**src/rtl/wra_pkg.sv**
```systemverilog
// Shared constants, codes and types of the wrapping range ALU.
package wra_pkg;

   localparam int VALUE_W     = 16;
   localparam int RAW_W       = 32;
   localparam int T_W         = RAW_W + 1;
   localparam int REM_W       = VALUE_W + 1;
   localparam int SPAN_EXT_W  = REM_W + 1;
   localparam int STEP_W      = $clog2(RAW_W + 1);
   localparam int AMT_W       = $clog2(RAW_W);
   localparam int OP_W        = 4;
   localparam int CSR_INDEX_W = 2;

   localparam logic [CSR_INDEX_W-1:0] REG_RANGE_LOW  = CSR_INDEX_W'(0);
   localparam logic [CSR_INDEX_W-1:0] REG_RANGE_HIGH = CSR_INDEX_W'(1);

   localparam logic signed [VALUE_W-1:0] RESET_RANGE_LOW  = VALUE_W'(1);
   localparam logic signed [VALUE_W-1:0] RESET_RANGE_HIGH = VALUE_W'(12);

   typedef enum logic [OP_W-1:0] {
      OP_LOAD = 4'd0,
      OP_ADD  = 4'd1,
      OP_SUB  = 4'd2,
      OP_MUL  = 4'd3,
      OP_DIV  = 4'd4,
      OP_MOD  = 4'd5,
      OP_AND  = 4'd6,
      OP_OR   = 4'd7,
      OP_XOR  = 4'd8,
      OP_SHL  = 4'd9,
      OP_SHR  = 4'd10,
      OP_NEG  = 4'd11,
      OP_INC  = 4'd12,
      OP_DEC  = 4'd13,
      OP_CMP  = 4'd14
   } op_type;

   typedef enum logic [6:0] {
      ST_IDLE   = 7'b0000001,
      ST_EXEC   = 7'b0000010,
      ST_DIVW   = 7'b0000100,
      ST_WRAP   = 7'b0001000,
      ST_WRAPW  = 7'b0010000,
      ST_FINISH = 7'b0100000,
      ST_SPARE  = 7'b1000000
   } state_type;

   typedef struct packed {
      logic              start;
      logic [RAW_W-1:0]  dividend;
      logic [REM_W-1:0]  divisor;
      logic [STEP_W-1:0] steps;
   } div_req_type;

   typedef struct packed {
      logic             done;
      logic [RAW_W-1:0] quotient;
      logic [REM_W-1:0] remainder;
   } div_rsp_type;

endpackage

```
**src/rtl/wra_if.sv**
```systemverilog
// Valid/ready channel interfaces of the wrapping range ALU.
interface wra_req_if import wra_pkg::*; ();
   logic                      valid;
   logic                      ready;
   logic [OP_W-1:0]           operation;
   logic signed [VALUE_W-1:0] operand;
   logic                      write_back;

   modport source (output valid, operation, operand, write_back, input ready);
   modport sink   (input valid, operation, operand, write_back, output ready);
endinterface

interface wra_rsp_if import wra_pkg::*; ();
   logic                      valid;
   logic                      ready;
   logic signed [VALUE_W-1:0] wrapped_value;
   logic signed [VALUE_W-1:0] previous_value;
   logic signed [RAW_W-1:0]   raw_result;
   logic                      inexact_error;
   logic                      is_less;
   logic                      is_equal;
   logic                      is_greater;

   modport source (output valid, wrapped_value, previous_value, raw_result, inexact_error,
                   is_less, is_equal, is_greater, input ready);
   modport sink   (input valid, wrapped_value, previous_value, raw_result, inexact_error,
                   is_less, is_equal, is_greater, output ready);
endinterface

interface wra_csr_if import wra_pkg::*; ();
   logic                      valid;
   logic                      ready;
   logic [CSR_INDEX_W-1:0]    index;
   logic signed [VALUE_W-1:0] data;

   modport source (output valid, index, data, input ready);
   modport sink   (input valid, index, data, output ready);
endinterface

```
**src/rtl/wra_divider.sv**
```systemverilog
// Iterative restoring unsigned divider, one quotient bit per cycle.
module wra_divider import wra_pkg::*; (
   input  logic        clock,
   input  logic        reset,
   input  div_req_type div_req,
   output div_rsp_type div_rsp
);

   logic [REM_W-1:0]  rem_ff, rem_in;
   logic [RAW_W-1:0]  quo_ff, quo_in;
   logic [REM_W-1:0]  dsr_ff, dsr_in;
   logic [STEP_W-1:0] cnt_ff, cnt_in;
   logic              busy_ff, busy_in;
   logic              done_ff, done_in;

   logic [REM_W:0]    trial;
   logic [REM_W:0]    diff;
   logic              fits;

   // The dividend enters at the top of the quotient register and shifts out
   // one bit per cycle into the partial remainder.
   assign trial = {rem_ff, quo_ff[RAW_W-1]};
   assign diff  = trial - {1'b0, dsr_ff};
   assign fits  = trial >= {1'b0, dsr_ff};

   always_comb begin
      rem_in  = rem_ff;
      quo_in  = quo_ff;
      dsr_in  = dsr_ff;
      cnt_in  = cnt_ff;
      busy_in = busy_ff;
      done_in = 1'b0;
      if (div_req.start) begin
         rem_in  = '0;
         quo_in  = div_req.dividend;
         dsr_in  = div_req.divisor;
         cnt_in  = div_req.steps;
         busy_in = 1'b1;
      end else if (busy_ff) begin
         rem_in = fits ? diff[REM_W-1:0] : trial[REM_W-1:0];
         quo_in = {quo_ff[RAW_W-2:0], fits};
         cnt_in = cnt_ff - STEP_W'(1);
         if (cnt_ff == STEP_W'(1)) begin
            busy_in = 1'b0;
            done_in = 1'b1;
         end
      end
   end

   always_ff @(posedge clock) begin
      if (reset) begin
         busy_ff <= 1'b0;
         done_ff <= 1'b0;
      end else begin
         busy_ff <= busy_in;
         done_ff <= done_in;
      end
      rem_ff <= rem_in;
      quo_ff <= quo_in;
      dsr_ff <= dsr_in;
      cnt_ff <= cnt_in;
   end

   assign div_rsp.done      = done_ff;
   assign div_rsp.quotient  = quo_ff;
   assign div_rsp.remainder = rem_ff;

endmodule

```
**src/rtl/wrapping_range_alu_core.sv**
```systemverilog
// Top level of the wrapping range ALU: registers, sequencer and datapath.
//
// It holds one signed value; a stored result lies in the range if not reversed.
// Each word on req_chan names an operation and an operand; the block applies it
// to the stored value, wraps the result into the range by the span
// range_high - range_low + 1, and returns one word on rsp_chan with the wrapped
// value, the value before the operation, the raw result and the flags.
// The range registers are written through csr_chan (index 0 low, 1 high),
// which is always ready; write them only while no request is in flight.
// The shared divider reduces each result into the range by the span, and for a
// divide or remainder it first forms the quotient. A zero divisor or the unused
// code skips the divider, an inexact divide skips the reduction, and so does a
// reversed range. The next request is taken in the cycle after the response is
// written, and req_chan is ready only between words. The response sits in an
// output register, so the next request is taken while the previous response
// still waits; a stalled receiver holds the block only when a second result is
// ready to be written. Reset clears both channels, sets the range to [1, 12]
// and the stored value to 1.
module wrapping_range_alu_core import wra_pkg::*; (
   input  logic         clock,
   input  logic         reset,
   wra_req_if.sink      req_chan,
   wra_rsp_if.source    rsp_chan,
   wra_csr_if.sink      csr_chan
);

   state_type                 state_ff, state_in;
   op_type                    op_ff, op_in;
   logic signed [VALUE_W-1:0] a_ff, a_in;
   logic signed [VALUE_W-1:0] b_ff, b_in;
   logic                      wb_ff, wb_in;
   logic signed [RAW_W-1:0]   raw_ff, raw_in;
   logic signed [VALUE_W-1:0] wrapped_ff, wrapped_in;
   logic                      err_ff, err_in;
   logic                      tneg_ff, tneg_in;

   logic signed [VALUE_W-1:0] cur_ff, cur_in;
   logic signed [VALUE_W-1:0] range_low_ff, range_low_in;
   logic signed [VALUE_W-1:0] range_high_ff, range_high_in;

   logic                      rsp_valid_ff, rsp_valid_in;
   logic signed [VALUE_W-1:0] rsp_wrapped_ff, rsp_wrapped_in;
   logic signed [VALUE_W-1:0] rsp_prev_ff, rsp_prev_in;
   logic signed [RAW_W-1:0]   rsp_raw_ff, rsp_raw_in;
   logic                      rsp_err_ff, rsp_err_in;
   logic                      rsp_lt_ff, rsp_lt_in;
   logic                      rsp_eq_ff, rsp_eq_in;
   logic                      rsp_gt_ff, rsp_gt_in;

   div_req_type               div_req;
   div_rsp_type               div_rsp;

   logic signed [RAW_W-1:0]   a32;
   logic signed [RAW_W-1:0]   b32;
   logic signed [RAW_W-1:0]   product;
   logic [AMT_W-1:0]          amt;
   logic signed [RAW_W-1:0]   raw_calc;
   logic                      is_divmod;
   logic                      is_nop;
   logic                      is_cmp;

   logic [VALUE_W-1:0]        a_mag;
   logic [VALUE_W-1:0]        b_mag;
   logic [VALUE_W-1:0]        q_mag;
   logic [VALUE_W-1:0]        r_mag;
   logic signed [RAW_W-1:0]   q_ext;
   logic signed [RAW_W-1:0]   r_ext;

   logic signed [SPAN_EXT_W-1:0] span_wide;
   logic [REM_W-1:0]          span;
   logic                      reversed;
   logic signed [T_W-1:0]     offset;
   logic [T_W-1:0]            offset_mag;
   logic [REM_W-1:0]          wrap_rem;
   logic [REM_W-1:0]          wrap_res;
   logic                      store;
   logic                      rsp_free;

   wra_divider u_divider (
      .clock   (clock),
      .reset   (reset),
      .div_req (div_req),
      .div_rsp (div_rsp)
   );

   // Operation datapath on the 32-bit sign-extended operands.
   assign a32     = RAW_W'(a_ff);
   assign b32     = RAW_W'(b_ff);
   assign product = a32 * b32;
   assign amt     = b_ff[AMT_W-1:0];

   always_comb begin
      raw_calc  = a32;
      is_divmod = 1'b0;
      is_nop    = 1'b0;
      is_cmp    = 1'b0;
      unique case (op_ff)
         OP_LOAD: raw_calc = b32;
         OP_ADD:  raw_calc = a32 + b32;
         OP_SUB:  raw_calc = a32 - b32;
         OP_MUL:  raw_calc = product;
         OP_DIV:  is_divmod = 1'b1;
         OP_MOD:  is_divmod = 1'b1;
         OP_AND:  raw_calc = a32 & b32;
         OP_OR:   raw_calc = a32 | b32;
         OP_XOR:  raw_calc = a32 ^ b32;
         OP_SHL:  raw_calc = a32 << amt;
         OP_SHR:  raw_calc = a32 >>> amt;
         OP_NEG:  raw_calc = -a32;
         OP_INC:  raw_calc = a32 + RAW_W'(1);
         OP_DEC:  raw_calc = a32 - RAW_W'(1);
         OP_CMP: begin
            raw_calc = b32;
            is_cmp   = 1'b1;
         end
         default: is_nop = 1'b1;
      endcase
   end

   // Magnitudes for the signed divide; quotient and remainder get their signs
   // back afterwards so that both truncate toward zero.
   assign a_mag = a_ff[VALUE_W-1] ? VALUE_W'(-a_ff) : VALUE_W'(a_ff);
   assign b_mag = b_ff[VALUE_W-1] ? VALUE_W'(-b_ff) : VALUE_W'(b_ff);
   assign q_mag = div_rsp.quotient[VALUE_W-1:0];
   assign r_mag = div_rsp.remainder[VALUE_W-1:0];
   assign q_ext = {{(RAW_W-VALUE_W){1'b0}}, q_mag};
   assign r_ext = {{(RAW_W-VALUE_W){1'b0}}, r_mag};

   // Range reduction: offset from range_low, reduced by the span with a
   // non-negative remainder. A reversed range collapses to range_low.
   assign span_wide  = SPAN_EXT_W'(range_high_ff) - SPAN_EXT_W'(range_low_ff)
                       + SPAN_EXT_W'(1);
   assign span       = span_wide[REM_W-1:0];
   assign reversed   = range_low_ff > range_high_ff;
   assign offset     = T_W'(raw_ff) - T_W'(range_low_ff);
   assign offset_mag = offset[T_W-1] ? T_W'(-offset) : T_W'(offset);
   assign wrap_rem   = div_rsp.remainder;
   assign wrap_res   = (tneg_ff && (wrap_rem != '0)) ? span - wrap_rem : wrap_rem;

   assign store    = wb_ff && !err_ff && !is_cmp && !is_nop;
   assign rsp_free = !rsp_valid_ff || rsp_chan.ready;

   always_comb begin
      state_in       = state_ff;
      op_in          = op_ff;
      a_in           = a_ff;
      b_in           = b_ff;
      wb_in          = wb_ff;
      raw_in         = raw_ff;
      wrapped_in     = wrapped_ff;
      err_in         = err_ff;
      tneg_in        = tneg_ff;
      cur_in         = cur_ff;
      rsp_valid_in   = rsp_valid_ff && !rsp_chan.ready;
      rsp_wrapped_in = rsp_wrapped_ff;
      rsp_prev_in    = rsp_prev_ff;
      rsp_raw_in     = rsp_raw_ff;
      rsp_err_in     = rsp_err_ff;
      rsp_lt_in      = rsp_lt_ff;
      rsp_eq_in      = rsp_eq_ff;
      rsp_gt_in      = rsp_gt_ff;
      div_req        = '0;

      unique case (state_ff)
         ST_IDLE: begin
            if (req_chan.valid) begin
               op_in    = op_type'(req_chan.operation);
               b_in     = req_chan.operand;
               wb_in    = req_chan.write_back;
               a_in     = cur_ff;
               state_in = ST_EXEC;
            end
         end
         ST_EXEC: begin
            err_in = 1'b0;
            raw_in = raw_calc;
            if (is_divmod) begin
               if (b_ff == '0) begin
                  err_in     = 1'b1;
                  raw_in     = '0;
                  wrapped_in = a_ff;
                  state_in   = ST_FINISH;
               end else begin
                  div_req.start    = 1'b1;
                  div_req.dividend = {a_mag, {(RAW_W-VALUE_W){1'b0}}};
                  div_req.divisor  = REM_W'(b_mag);
                  div_req.steps    = STEP_W'(VALUE_W);
                  state_in         = ST_DIVW;
               end
            end else if (is_nop) begin
               wrapped_in = a_ff;
               state_in   = ST_FINISH;
            end else begin
               state_in = ST_WRAP;
            end
         end
         ST_DIVW: begin
            if (div_rsp.done) begin
               if (op_ff == OP_DIV) begin
                  if (r_mag != '0) begin
                     err_in     = 1'b1;
                     raw_in     = '0;
                     wrapped_in = a_ff;
                     state_in   = ST_FINISH;
                  end else begin
                     raw_in   = (a_ff[VALUE_W-1] ^ b_ff[VALUE_W-1]) ? -q_ext : q_ext;
                     state_in = ST_WRAP;
                  end
               end else begin
                  raw_in   = a_ff[VALUE_W-1] ? -r_ext : r_ext;
                  state_in = ST_WRAP;
               end
            end
         end
         ST_WRAP: begin
            tneg_in = offset[T_W-1];
            if (reversed) begin
               wrapped_in = range_low_ff;
               state_in   = ST_FINISH;
            end else begin
               div_req.start    = 1'b1;
               div_req.dividend = offset_mag[RAW_W-1:0];
               div_req.divisor  = span;
               div_req.steps    = STEP_W'(RAW_W);
               state_in         = ST_WRAPW;
            end
         end
         ST_WRAPW: begin
            if (div_rsp.done) begin
               wrapped_in = VALUE_W'(range_low_ff + wrap_res[VALUE_W-1:0]);
               state_in   = ST_FINISH;
            end
         end
         ST_FINISH: begin
            if (rsp_free) begin
               rsp_valid_in   = 1'b1;
               rsp_wrapped_in = wrapped_ff;
               rsp_prev_in    = a_ff;
               rsp_raw_in     = raw_ff;
               rsp_err_in     = err_ff;
               rsp_lt_in      = is_cmp && (a_ff < wrapped_ff);
               rsp_eq_in      = is_cmp && (a_ff == wrapped_ff);
               rsp_gt_in      = is_cmp && (a_ff > wrapped_ff);
               if (store) begin
                  cur_in = wrapped_ff;
               end
               state_in = ST_IDLE;
            end
         end
         default: state_in = ST_IDLE;
      endcase
   end

   // Range registers; writes to unlisted indexes are dropped.
   always_comb begin
      range_low_in  = range_low_ff;
      range_high_in = range_high_ff;
      if (csr_chan.valid) begin
         unique case (csr_chan.index)
            REG_RANGE_LOW:  range_low_in  = csr_chan.data;
            REG_RANGE_HIGH: range_high_in = csr_chan.data;
            default: ;
         endcase
      end
   end

   always_ff @(posedge clock) begin
      if (reset) begin
         state_ff      <= ST_IDLE;
         rsp_valid_ff  <= 1'b0;
         cur_ff        <= RESET_RANGE_LOW;
         range_low_ff  <= RESET_RANGE_LOW;
         range_high_ff <= RESET_RANGE_HIGH;
      end else begin
         state_ff      <= state_in;
         rsp_valid_ff  <= rsp_valid_in;
         cur_ff        <= cur_in;
         range_low_ff  <= range_low_in;
         range_high_ff <= range_high_in;
      end
      op_ff          <= op_in;
      a_ff           <= a_in;
      b_ff           <= b_in;
      wb_ff          <= wb_in;
      raw_ff         <= raw_in;
      wrapped_ff     <= wrapped_in;
      err_ff         <= err_in;
      tneg_ff        <= tneg_in;
      rsp_wrapped_ff <= rsp_wrapped_in;
      rsp_prev_ff    <= rsp_prev_in;
      rsp_raw_ff     <= rsp_raw_in;
      rsp_err_ff     <= rsp_err_in;
      rsp_lt_ff      <= rsp_lt_in;
      rsp_eq_ff      <= rsp_eq_in;
      rsp_gt_ff      <= rsp_gt_in;
   end

   assign req_chan.ready = (state_ff == ST_IDLE);
   assign csr_chan.ready = 1'b1;

   assign rsp_chan.valid          = rsp_valid_ff;
   assign rsp_chan.wrapped_value  = rsp_wrapped_ff;
   assign rsp_chan.previous_value = rsp_prev_ff;
   assign rsp_chan.raw_result     = rsp_raw_ff;
   assign rsp_chan.inexact_error  = rsp_err_ff;
   assign rsp_chan.is_less        = rsp_lt_ff;
   assign rsp_chan.is_equal       = rsp_eq_ff;
   assign rsp_chan.is_greater     = rsp_gt_ff;

endmodule

```
**src/flat_wrapper.sv**
```systemverilog
// flat-port wrapper written by rule: the top's interface ports become plain ports
module wrapping_range_alu_core_flat import wra_pkg::*;
  (clock, reset, req_chan_valid, req_chan_operation, req_chan_operand, req_chan_write_back, req_chan_ready, rsp_chan_valid, rsp_chan_wrapped_value, rsp_chan_previous_value, rsp_chan_raw_result, rsp_chan_inexact_error, rsp_chan_is_less, rsp_chan_is_equal, rsp_chan_is_greater, rsp_chan_ready, csr_chan_valid, csr_chan_index, csr_chan_data, csr_chan_ready);
  wra_req_if req_chan_i ();
  wra_rsp_if rsp_chan_i ();
  wra_csr_if csr_chan_i ();
  input  logic clock;
  input  logic reset;
  input wire logic [$bits(req_chan_i.valid)-1:0] req_chan_valid;
  input wire logic [$bits(req_chan_i.operation)-1:0] req_chan_operation;
  input wire logic [$bits(req_chan_i.operand)-1:0] req_chan_operand;
  input wire logic [$bits(req_chan_i.write_back)-1:0] req_chan_write_back;
  output wire logic [$bits(req_chan_i.ready)-1:0] req_chan_ready;
  output wire logic [$bits(rsp_chan_i.valid)-1:0] rsp_chan_valid;
  output wire logic [$bits(rsp_chan_i.wrapped_value)-1:0] rsp_chan_wrapped_value;
  output wire logic [$bits(rsp_chan_i.previous_value)-1:0] rsp_chan_previous_value;
  output wire logic [$bits(rsp_chan_i.raw_result)-1:0] rsp_chan_raw_result;
  output wire logic [$bits(rsp_chan_i.inexact_error)-1:0] rsp_chan_inexact_error;
  output wire logic [$bits(rsp_chan_i.is_less)-1:0] rsp_chan_is_less;
  output wire logic [$bits(rsp_chan_i.is_equal)-1:0] rsp_chan_is_equal;
  output wire logic [$bits(rsp_chan_i.is_greater)-1:0] rsp_chan_is_greater;
  input wire logic [$bits(rsp_chan_i.ready)-1:0] rsp_chan_ready;
  input wire logic [$bits(csr_chan_i.valid)-1:0] csr_chan_valid;
  input wire logic [$bits(csr_chan_i.index)-1:0] csr_chan_index;
  input wire logic [$bits(csr_chan_i.data)-1:0] csr_chan_data;
  output wire logic [$bits(csr_chan_i.ready)-1:0] csr_chan_ready;
  assign req_chan_i.valid = req_chan_valid;
  assign req_chan_i.operation = req_chan_operation;
  assign req_chan_i.operand = req_chan_operand;
  assign req_chan_i.write_back = req_chan_write_back;
  assign req_chan_ready = req_chan_i.ready;
  assign rsp_chan_valid = rsp_chan_i.valid;
  assign rsp_chan_wrapped_value = rsp_chan_i.wrapped_value;
  assign rsp_chan_previous_value = rsp_chan_i.previous_value;
  assign rsp_chan_raw_result = rsp_chan_i.raw_result;
  assign rsp_chan_inexact_error = rsp_chan_i.inexact_error;
  assign rsp_chan_is_less = rsp_chan_i.is_less;
  assign rsp_chan_is_equal = rsp_chan_i.is_equal;
  assign rsp_chan_is_greater = rsp_chan_i.is_greater;
  assign rsp_chan_i.ready = rsp_chan_ready;
  assign csr_chan_i.valid = csr_chan_valid;
  assign csr_chan_i.index = csr_chan_index;
  assign csr_chan_i.data = csr_chan_data;
  assign csr_chan_ready = csr_chan_i.ready;
  wrapping_range_alu_core u_core (.clock(clock), .reset(reset), .req_chan(req_chan_i), .rsp_chan(rsp_chan_i), .csr_chan(csr_chan_i));
endmodule
```
**config.mk**
```make
export PLATFORM = sky130hd
export DESIGN_NAME = wrapping_range_alu_core_flat
export DESIGN_NICKNAME = d
export VERILOG_FILES = /design/src/rtl/wra_pkg.sv /design/src/rtl/wra_if.sv /design/src/rtl/wra_divider.sv /design/src/rtl/wrapping_range_alu_core.sv /design/src/flat_wrapper.sv
export SDC_FILE = /design/constraint.sdc
export NUM_CORES = 2
export LEC_CHECK = 0
export BUFFER_PORTS_ARGS = -buffer_cell sky130_fd_sc_hd__buf_2
export CORE_MARGIN = 4
export CORE_UTILIZATION = 47
export CTS_CLUSTER_SIZE = 8
export DETAILED_ROUTE_END_ITERATION = 16
export SLEW_MARGIN = 20
export SYNTH_ARGS = -nofsm -noshare
export SYNTH_HDL_FRONTEND = slang
export SYNTH_SLANG_ARGS = --single-unit
```
**constraint.sdc**
```tcl
create_clock -name clock -period 9 [get_ports clock]
set_input_delay 1.8 -clock clock [delete_from_list [all_inputs] [get_ports clock]]
set_output_delay 1.8 -clock clock [all_outputs]
set_load 0.02 [all_outputs]
```
==> qor.json <==
{
  "grt_start_max_net_pins": {"value": 69},
  "grt-ovfl-total": {"value": 0},
  "instances_no_fill": {"value": 4922},
  "endpoint_kind": {"value": "register"},
  "post-cts-setup-buffer-count": {"value": 0},
  "area_delta_synth_final": {"value": 8.587, "unit": "%"},
  "vias": {"value": 29670},
  "route.detailed.drc": {"value": 0},
  "first_global_vias": {"value": 29140},
  "share_of_async_settable_or_async_resettable_flops_after_synthesis": {"value": 0},
  "ordered_cell_list_for_the_critical_path": {"value": "inv_1, nor2_1, fa_1, inv_1, fa_1, fa_1, inv_1, fa_1, fa_1, inv_1, fa_1, inv_1, ha_1, a21oi_1, o21ai_0, a21oi_1, o22ai_1, a21oi_1, o21ai_0, o311a_1, nand3_1, o311a_1, o211ai_1"},
  "inserted_clock_buffers": {"value": 43},
  "net-switching-power": {"value": 8788, "unit": "uW"},
  "drv_slew": {"value": 0},
  "clk_transition_reported_paths": {"value": 50, "unit": "ps"},
  "critPathMaxStageDelay": {"value": 580, "unit": "ps"},
  "syn_avg_cell_area": {"value": 8.519, "unit": "um2"},
  "grt_antenna_before_repair": {"value": 2},
  "synth.yosys.seq_area_share": {"value": 0.2328},
  "finClkSkew": {"value": 53.26, "unit": "ps"},
  "ys_warn_count": {"value": 0},
  "floorplan.initialDensity": {"value": 0.4761},
  "switching_share": {"value": 0.5635},
  "route.detailed.vias_per_inst": {"value": 6.027},
  "core_region_area": {"value": 70270, "unit": "um2"},
  "port_buffers": {"value": 113},
  "power.density_cell_area": {"value": 429.3, "unit": "nW/um2"},
  "htree_levels": {"value": 2},
  "path_max_fanout": {"value": 16},
  "share_comb_of_total_power": {"value": 0.793},
  "num-nets-final": {"value": 4549},
  "dominantRegCellSynth": {"value": "sky130_fd_sc_hd__edfxtp_1"},
  "gp_routability_congestion": {"value": 1.024},
  "grt_setup_unrepaired": {"value": "no"},
  "postRouteAntennaNets": {"value": 0},
  "ys_ff_latch": {"value": 284},
  "route.detailed.wl_per_inst": {"value": 24.68, "unit": "um"},
  "worst_slew_pin_slew": {"value": 1092, "unit": "ps"},
  "clock_latency": {"value": 600, "unit": "ps"},
  "synth_area": {"value": 33450, "unit": "um2"},
  "placed_cells": {"value": 4845},
  "timing.slew.headroom": {"value": 0.2699},
  "detailed_route_iter0_violations": {"value": 3269},
  "run_status": {"value": "finished clean"},
  "worst_hold_path_type": {"value": "reg -> reg"},
  "yosys.cell_types.count": {"value": 99},
  "die_height": {"value": 274.8, "unit": "um"},
  "cts.root.buffer_cell": {"value": "sky130_fd_sc_hd__clkbuf_16"},
  "cts.repair.resized": {"value": 0},
  "crit_required": {"value": 9400, "unit": "ps"},
  "timing_hold_violations_final": {"value": 0},
  "seq_power_share": {"value": 0.106},
  "critical_path_class": {"value": "reg -> reg"},
  "max_cap_viol_count": {"value": 0},
  "setup_tns": {"value": 0, "unit": "ps"},
  "syn_nets": {"value": 4526},
  "drt-pass1-iter-count": {"value": 8},
  "tritoncts": {"value": "yes"},
  "clock.fmax": {"value": 0.1312, "unit": "GHz"},
  "ctsHoldBuffers": {"value": 0},
  "synth_cells": {"value": 3927},
  "cellLeakagePower": {"value": 0.01563, "unit": "uW"},
  "detail_route.wirelength": {"value": 121500, "unit": "um"},
  "detailedPlacementHpwl": {"value": 92170, "unit": "um"},
  "synth-edff-count": {"value": 210},
  "num-fill-cells": {"value": 6793},
  "intPower": {"value": 6808, "unit": "uW"},
  "fp.dieArea": {"value": 75510, "unit": "um2"},
  "post-route-period-util": {"value": 0.8470},
  "critical-path-slowest-cell": {"value": "sky130_fd_sc_hd__o21ai_0"},
  "arrival_time_of_the_worst_setup_path": {"value": 8020, "unit": "ps"},
  "cts_num_sinks": {"value": 284},
  "vdd_drop_max": {"value": 1706, "unit": "uV"},
  "setup_viol": {"value": 0},
  "layout_min_cycle_time": {"value": 7623, "unit": "ps"},
  "timing.critical_path.mode_cell": {"value": "sky130_fd_sc_hd__fa_1"},
  "placementRows": {"value": 97},
  "layout-drive-gt1-share": {"value": 0.07687},
  "cts_max_path_buffers": {"value": 3},
  "grt_pass1_wl": {"value": 183200, "unit": "um"},
  "design.portCount": {"value": 115},
  "setup.worst_path.start_class": {"value": "register"},
  "grt_usage": {"value": 0.3207},
  "clock_power_share": {"value": 0.101},
  "die_w": {"value": 274.8, "unit": "um"}
}
[stage by stage]
step	power, uW	worst slack [ps]	utilization	hold slack (ps)	instance area [um2]
after floorplan	9707	1366	-	400.5	33450
after global placement	13750	1466	0.4985	412.5	35030
after detailed placement	13830	1449	0.4985	414.2	35030
after CTS	15510	1358	0.5168	425.8	36320
after global routing	16960	941.0	0.5169	430.8	36320
final	15600	1377	0.5169	424.0	36330
[sequential cells by signal, summed over array words and instances (netlist names), 4 cells and up]
| signal | count |
|---|---|
| u_core.raw_ff | 32 |
| u_core.rsp_chan.raw_result | 32 |
| u_core.u_divider.quo_ff | 32 |
| u_core.u_divider.dsr_ff | 17 |
| u_core.u_divider.rem_ff | 17 |
| u_core.a_ff | 16 |
| u_core.b_ff | 16 |
| u_core.cur_ff | 16 |
| u_core.range_high_ff | 16 |
| u_core.range_low_ff | 16 |
| u_core.rsp_chan.previous_value | 16 |
| u_core.rsp_chan.wrapped_value | 16 |
| u_core.wrapped_ff | 16 |
| u_core.state_ff | 6 |
| u_core.u_divider.cnt_ff | 6 |
| u_core.op_ff | 4 |
[kinds of logic (layout without fill, tap and decap cells)]
family | count (synthesis) | in the layout | synth area share
AND/OR/NAND/NOR | 1118 | 1118 | 0.1527
AO/OA/AOI/OAI | 944 | 944 | 0.1829
buffers and inverters | 742 | 796 | 0.08367
adder cells (fa/ha/maj) | 555 | 555 | 0.2682
flip-flops | 284 | 284 | 0.2328
XOR/XNOR | 199 | 199 | 0.05232
multiplexers | 84 | 84 | 0.02730
other | 1 | 2 | 0.0001121
[synthesized netlist by cell type, types with 71 or more instances]
| library cell | number | area (um2) |
|---|---|---|
| sky130_fd_sc_hd__o21ai_0 | 235 | 1176 |
| sky130_fd_sc_hd__nor2_1 | 365 | 1370 |
| sky130_fd_sc_hd__nand3_1 | 82 | 410.4 |
| sky130_fd_sc_hd__dfxtp_1 | 74 | 1481 |
| sky130_fd_sc_hd__nand2_1 | 362 | 1359 |
| sky130_fd_sc_hd__fa_1 | 270 | 5405 |
| sky130_fd_sc_hd__inv_1 | 523 | 1963 |
| sky130_fd_sc_hd__clkbuf_1 | 178 | 668.1 |
| sky130_fd_sc_hd__edfxtp_1 | 210 | 6306 |
| sky130_fd_sc_hd__ha_1 | 285 | 3566 |
| sky130_fd_sc_hd__mux2i_1 | 71 | 710.7 |
| sky130_fd_sc_hd__xnor2_1 | 155 | 1358 |
| sky130_fd_sc_hd__a21oi_1 | 262 | 1311 |
[worst max-delay path: cells and delay by family, from the launching register on]
kind	cells	cell delay (ps)
adders and majority gates	7	3460
AOI/OAI and AO/OA	9	2500
and+or+nand+nor	2	260
buffers and inverters	5	680
DFF	1	520
[power groups by stage]
stage	Sequential (uW)	Clock, uW	Combinational [uW]
2_1_floorplan	1600	0	8110
3_3_place_gp	1670	0	12100
3_5_place_dp	1670	0	12200
4_1_cts	1650	1600	12300
5_1_grt	1660	1670	13600
6_report	1650	1580	12400
[routing by layer]
metal / wire length, um / GRT usage
met1: 49570 / 0.4266
met2: 54510 / 0.5116
met3: 10970 / 0.06114
met4: 6375 / 0.1415
met5: 26 / 0
[final cells by class]
cell class / instances / area (um2) / area share
antenna: 1 / 2.502 / 0.00006889
clock buffer: 70 / 1187 / 0.03269
clock inverter: 6 / 96.34 / 0.002652
inverter: 532 / 1997 / 0.05497
multi-input combinational: 2901 / 22950 / 0.6318
sequential: 284 / 7787 / 0.2144
tap: 940 / 1176 / 0.03238
timing repair buffer: 188 / 1129 / 0.03107
[cells in the final DEF, fill, tap and decap left out, types with 71 or more instances in the layout]
cell	instances
sky130_fd_sc_hd__edfxtp_1	210
sky130_fd_sc_hd__dfxtp_1	74
sky130_fd_sc_hd__buf_4	75
sky130_fd_sc_hd__mux2i_1	71
sky130_fd_sc_hd__nand2_1	362
sky130_fd_sc_hd__buf_2	113
sky130_fd_sc_hd__nor2_1	362
sky130_fd_sc_hd__fa_1	270
sky130_fd_sc_hd__a21oi_1	262
sky130_fd_sc_hd__o21ai_0	234
sky130_fd_sc_hd__nand3_1	82
sky130_fd_sc_hd__inv_1	522
sky130_fd_sc_hd__xnor2_1	155
sky130_fd_sc_hd__ha_1	285
[final timing paths]
path         cells after the start        startpoint  slack [ps]                 to
max                             23    u_core.b_ff[5]        1380  u_core.raw_ff[31]
min                              0  u_core.cur_ff[0]         420     u_core.a_ff[0]
max reg2reg                     23    u_core.b_ff[5]        1380  u_core.raw_ff[31]
min reg2reg                      0  u_core.cur_ff[0]         420     u_core.a_ff[0]
(Power assumes the default switching activity.)
